$ cat src/hdl/apsp_pkg.sv
`timescale 1ns / 1ps

package apsp_pkg;

  // Width of a stored distance and of a delivered distance.
  localparam int unsigned DIST_W = 31;
  localparam int unsigned OUT_W  = 30;

  // No path between two vertices.
  localparam logic [OUT_W-1:0] INF_DIST = 30'h3FFF_FFFF;

  // Vertex count register.
  localparam int unsigned VC_W = 7;
  localparam logic [VC_W-1:0] VC_RESET = 7'd64;

  // Request codes.
  typedef enum logic [1:0] {
    REQ_CLEAR = 2'd0,
    REQ_WRITE = 2'd1,
    REQ_SOLVE = 2'd2,
    REQ_READ  = 2'd3
  } req_type_t;

  // Input word.
  typedef struct packed {
    req_type_t   req_type;
    logic [5:0]  src_vertex;
    logic [5:0]  dst_vertex;
    logic [29:0] edge_weight;
  } in_word_t;

  // Result word.
  typedef struct packed {
    logic [29:0] distance;
    req_type_t   done_type;
  } out_word_t;

endpackage

$ cat src/hdl/apsp_relax.sv
`timescale 1ns / 1ps

module apsp_relax (
  input  logic [apsp_pkg::DIST_W-1:0] via_ik,
  input  logic [apsp_pkg::DIST_W-1:0] via_kj,
  input  logic [apsp_pkg::DIST_W-1:0] cur_ij,
  output logic [apsp_pkg::DIST_W-1:0] sum,
  output logic                        update
);

  import apsp_pkg::*;

  logic [DIST_W:0] full_sum;

  // Path through the intermediate vertex, kept to the stored width.
  assign full_sum = {1'b0, via_ik} + {1'b0, via_kj};
  assign sum      = full_sum[DIST_W-1:0];

  // Take the detour only when it is strictly shorter.
  assign update = (sum < cur_ij);

endmodule

$ cat config.mk
export PLATFORM = sky130hd
export DESIGN_NAME = apsp_relax
export DESIGN_NICKNAME = d
export VERILOG_FILES = /design/src/hdl/apsp_pkg.sv /design/src/hdl/apsp_relax.sv
export SDC_FILE = /design/constraint.sdc
export NUM_CORES = 1
export LEC_CHECK = 0
export BUFFER_PORTS_ARGS = -buffer_cell sky130_fd_sc_hd__clkbuf_2
export CORE_UTILIZATION = 43
export DETAILED_ROUTE_END_ITERATION = 7
export MAX_ROUTING_LAYER = met4
export PLACE_DENSITY_LB_ADDON = 0.1
export SLEW_MARGIN = 20
export SYNTH_ARGS = -nofsm -noshare
export SYNTH_HDL_FRONTEND = slang
export SYNTH_SLANG_ARGS = --single-unit
$ cat constraint.sdc
create_clock -name vclk -period 3
set_clock_uncertainty 0.15 [all_clocks]
set_input_delay 0.15 -clock vclk [all_inputs]
set_output_delay 0.15 -clock vclk [all_outputs]
set_load 0.01 [all_outputs]
==> flow_metrics.env <==
export IMPL_fin_crit_sh_pct=120
export IMPL_worst_slack_ns=-0.606
export IMPL_fin_nets=682
export IMPL_routabilityCongestion=0.843
export IMPL_core_um2=5110
export IMPL_powerDensity_nw_per_um2=281
export IMPL_drv_cap=0
export IMPL_syn_area_per_cell_um2=7.17
export IMPL_p_leak_uw=0.00225
export IMPL_ir_drop_mv=0.164
export IMPL_required_ns=2.70
export IMPL_fmax_ghz=0.277
export IMPL_wl_per_cell_um=11.4
export IMPL_cp_endpoint="update"
export IMPL_holdPathStages=3
export IMPL_finalHoldViolCount=0
export IMPL_drive_above_1_share_pct=45.6
export IMPL_critical_path_max_stage_delay_ns=0.34
export IMPL_endpoint_kind="output port"
export IMPL_path_max_fanout=3
export IMPL_antenna_cells=0
export IMPL_die_w_um=74.7
export IMPL_status="finished with violations"
export IMPL_synthToLayoutAreaGrowth_pct=65.9
export IMPL_startpoint="via_kj[0]"
export IMPL_p_seq_share_pct=0
export IMPL_rsz0062_at_grt="true"
export IMPL_fin_util_pct=73.9
export IMPL_die_area_um2=5580
export IMPL_p_comb_share_pct=100.0
export IMPL_dpl_hpwl_mm=6.18
export IMPL_setup_violations_final=1
export IMPL_clkPwrFrac_pct=0
export IMPL_place_area_um2=3710
export IMPL_worstPathArrival_ns=3.31
export IMPL_first_pass_iters=4
export IMPL_crit_chain="clkbuf_2 -> ha_4 -> inv_2 -> fa_2 -> nand2b_4 -> a21o_1 -> a21oi_2 -> o211ai_1 -> a31o_2 -> a21oi_2 -> o211ai_1 -> o211ai_1 -> ha_1 -> a21o_1 -> a21o_1 -> a211oi_2 -> o31a_1 -> buf_2"
export IMPL_p_sw_uw=497
export IMPL_final_cell_mix="clkbuf_2 (124), buf_4 (87), ha_1 (55)"
export IMPL_crit_buf_inv=3
export IMPL_finalMaxSlewViolations=0
export IMPL_worstSetupStartpointType="primary input"
export IMPL_worstSetupPathType="in -> out"
export IMPL_clock_buffers=0
export IMPL_via_per_inst=5.05
export IMPL_drtIter0Drc=79
export IMPL_synth_area_um2=2270
export IMPL_grt_pass1_wl_mm=11.1
export IMPL_vias=3011
export IMPL_yosys_warnings=0
export IMPL_die_h_um=74.7
export IMPL_synth_top_area_share_pct=33.0
export IMPL_port_buffers=125
export IMPL_swShare_pct=47.0
export IMPL_synth_largest_area_cell="ha_1"
export IMPL_finalInstanceArea_um2=3770
export IMPL_ys_seq_area_share_pct=0
export IMPL_synth_fp_nets=471
export IMPL_period_minus_slack_ns=3.61
export IMPL_synthTopCellsByArea="ha_1 (33%), a21o_1 (12%), a21oi_1 (7.0%), inv_1 (6.4%), xnor2_1 (5.8%)"
export IMPL_p_int_uw=561
export IMPL_grt_remaining_overflow=0
export IMPL_crit_cells=18
export IMPL_fillers=423
export IMPL_worst_slew_pin_slew_ns=0.388
export IMPL_ant_nets=0
export IMPL_track_usage_pct=25.0
export IMPL_synth_cell_type_count=38
export IMPL_crit_family="compound AO/OA/AOI/OAI gates"
export IMPL_rows=26
export IMPL_failed_checks="negative setup slack"
export IMPL_pin_count=125
export IMPL_drt_wl_total_mm=6.81
export IMPL_final_common_cell="clkbuf_2"
export IMPL_grt_max_degree=9
export IMPL_initial_core_util_pct=44.5
export IMPL_syn_inst=317
export IMPL_hold_buffers=0
export IMPL_critPathSlowestCell="fa_2"
export IMPL_hp_class="in -> out"
export IMPL_numSequentialCells=0
export IMPL_drc=0
export IMPL_regArea_um2=0
export IMPL_grt_pass1_vias=2733
export IMPL_antenna_found_initial=0
export IMPL_relSlewSlack_pct=74.0
## synth_stat cells (all sizes together), types with 2 or more instances
cell     n
ha      60
inv     39
a21o    36
a21oi   32
nor2    19
nand2   18
o21ai   15
xnor2   15
xor2    11
nand3    9
nand4    8
o211ai   8
nor3     6
a211oi   4
a311oi   3
a31oi    3
and2     3
nand2b   3
o21a     3
o31a     3
a31o     2
buf      2
nor2b    2
o21bai   2
## worst min path at each step
stage              start      to  slack [ns]
2_1_floorplan  via_kj[0]  sum[0]        0.27
3_3_place_gp   via_kj[0]  sum[0]        0.49
3_5_place_dp   via_kj[0]  sum[0]        0.49
4_1_cts        via_ik[0]  sum[0]        0.50
5_1_grt        via_ik[0]  sum[0]        0.52
6_report       via_ik[0]  sum[0]        0.49
## area by class of cell
| cell class | count | area [µm²] | area share (%) |
|---|---|---|---|
| Tap cell | 70 | 87.6 | 2.32 |
| Multi-Input combinational cell | 275 | 2260 | 59.9 |
| Timing Repair Buffer | 212 | 1280 | 33.9 |
| Inverter | 39 | 146 | 3.88 |
## cell families after synthesis
family / synth area share (%)
compound gates: 33.7
xor+xnor: 10.0
fa+ha+maj: 33.9
buf+inv: 7.04
simple gates: 15.4
## through the flow
stage	TNS [ns]	total power, µW	std cells	setup WS, ns	hold slack, ns
3_5_place_dp	-0.810	1030	593	-0.810	0.494
6_report	-0.606	1060	596	-0.606	0.495
2_1_floorplan	-0.241	558	317	-0.241	0.266
3_3_place_gp	-0.701	1000	593	-0.701	0.486
4_1_cts	-0.628	1040	595	-0.628	0.503
5_1_grt	-0.788	1180	596	-0.788	0.515
## power by group through the flow
stage | registers, µW | logic [µW] | clock network (µW)
detailed placement | 0 | 1030 | 0
global placement | 0 | 1000 | 0
finish | 0 | 1060 | 0
CTS | 0 | 1040 | 0
global route | 0 | 1180 | 0
floorplan | 0 | 558 | 0
## layer usage
metal | track usage, % | vias up | wire length (µm)
li1 | - | 1586 | -
met1 | 31.2 | 1338 | 3100
met2 | 47.4 | 87 | 3420
met3 | 0.535 | 0 | 284
met4 | 0.419 | 0 | 0
met5 | - | - | 0
## timing repair
| item | in CTS | in global routing |
|---|---|---|
| pin swaps | 13 | 10 |
| setup buffers | 2 | 1 |
| gates resized for setup | 2 | 8 |
| setup endpoints to repair | 1 | 3 |
(Power assumes the default switching activity.)
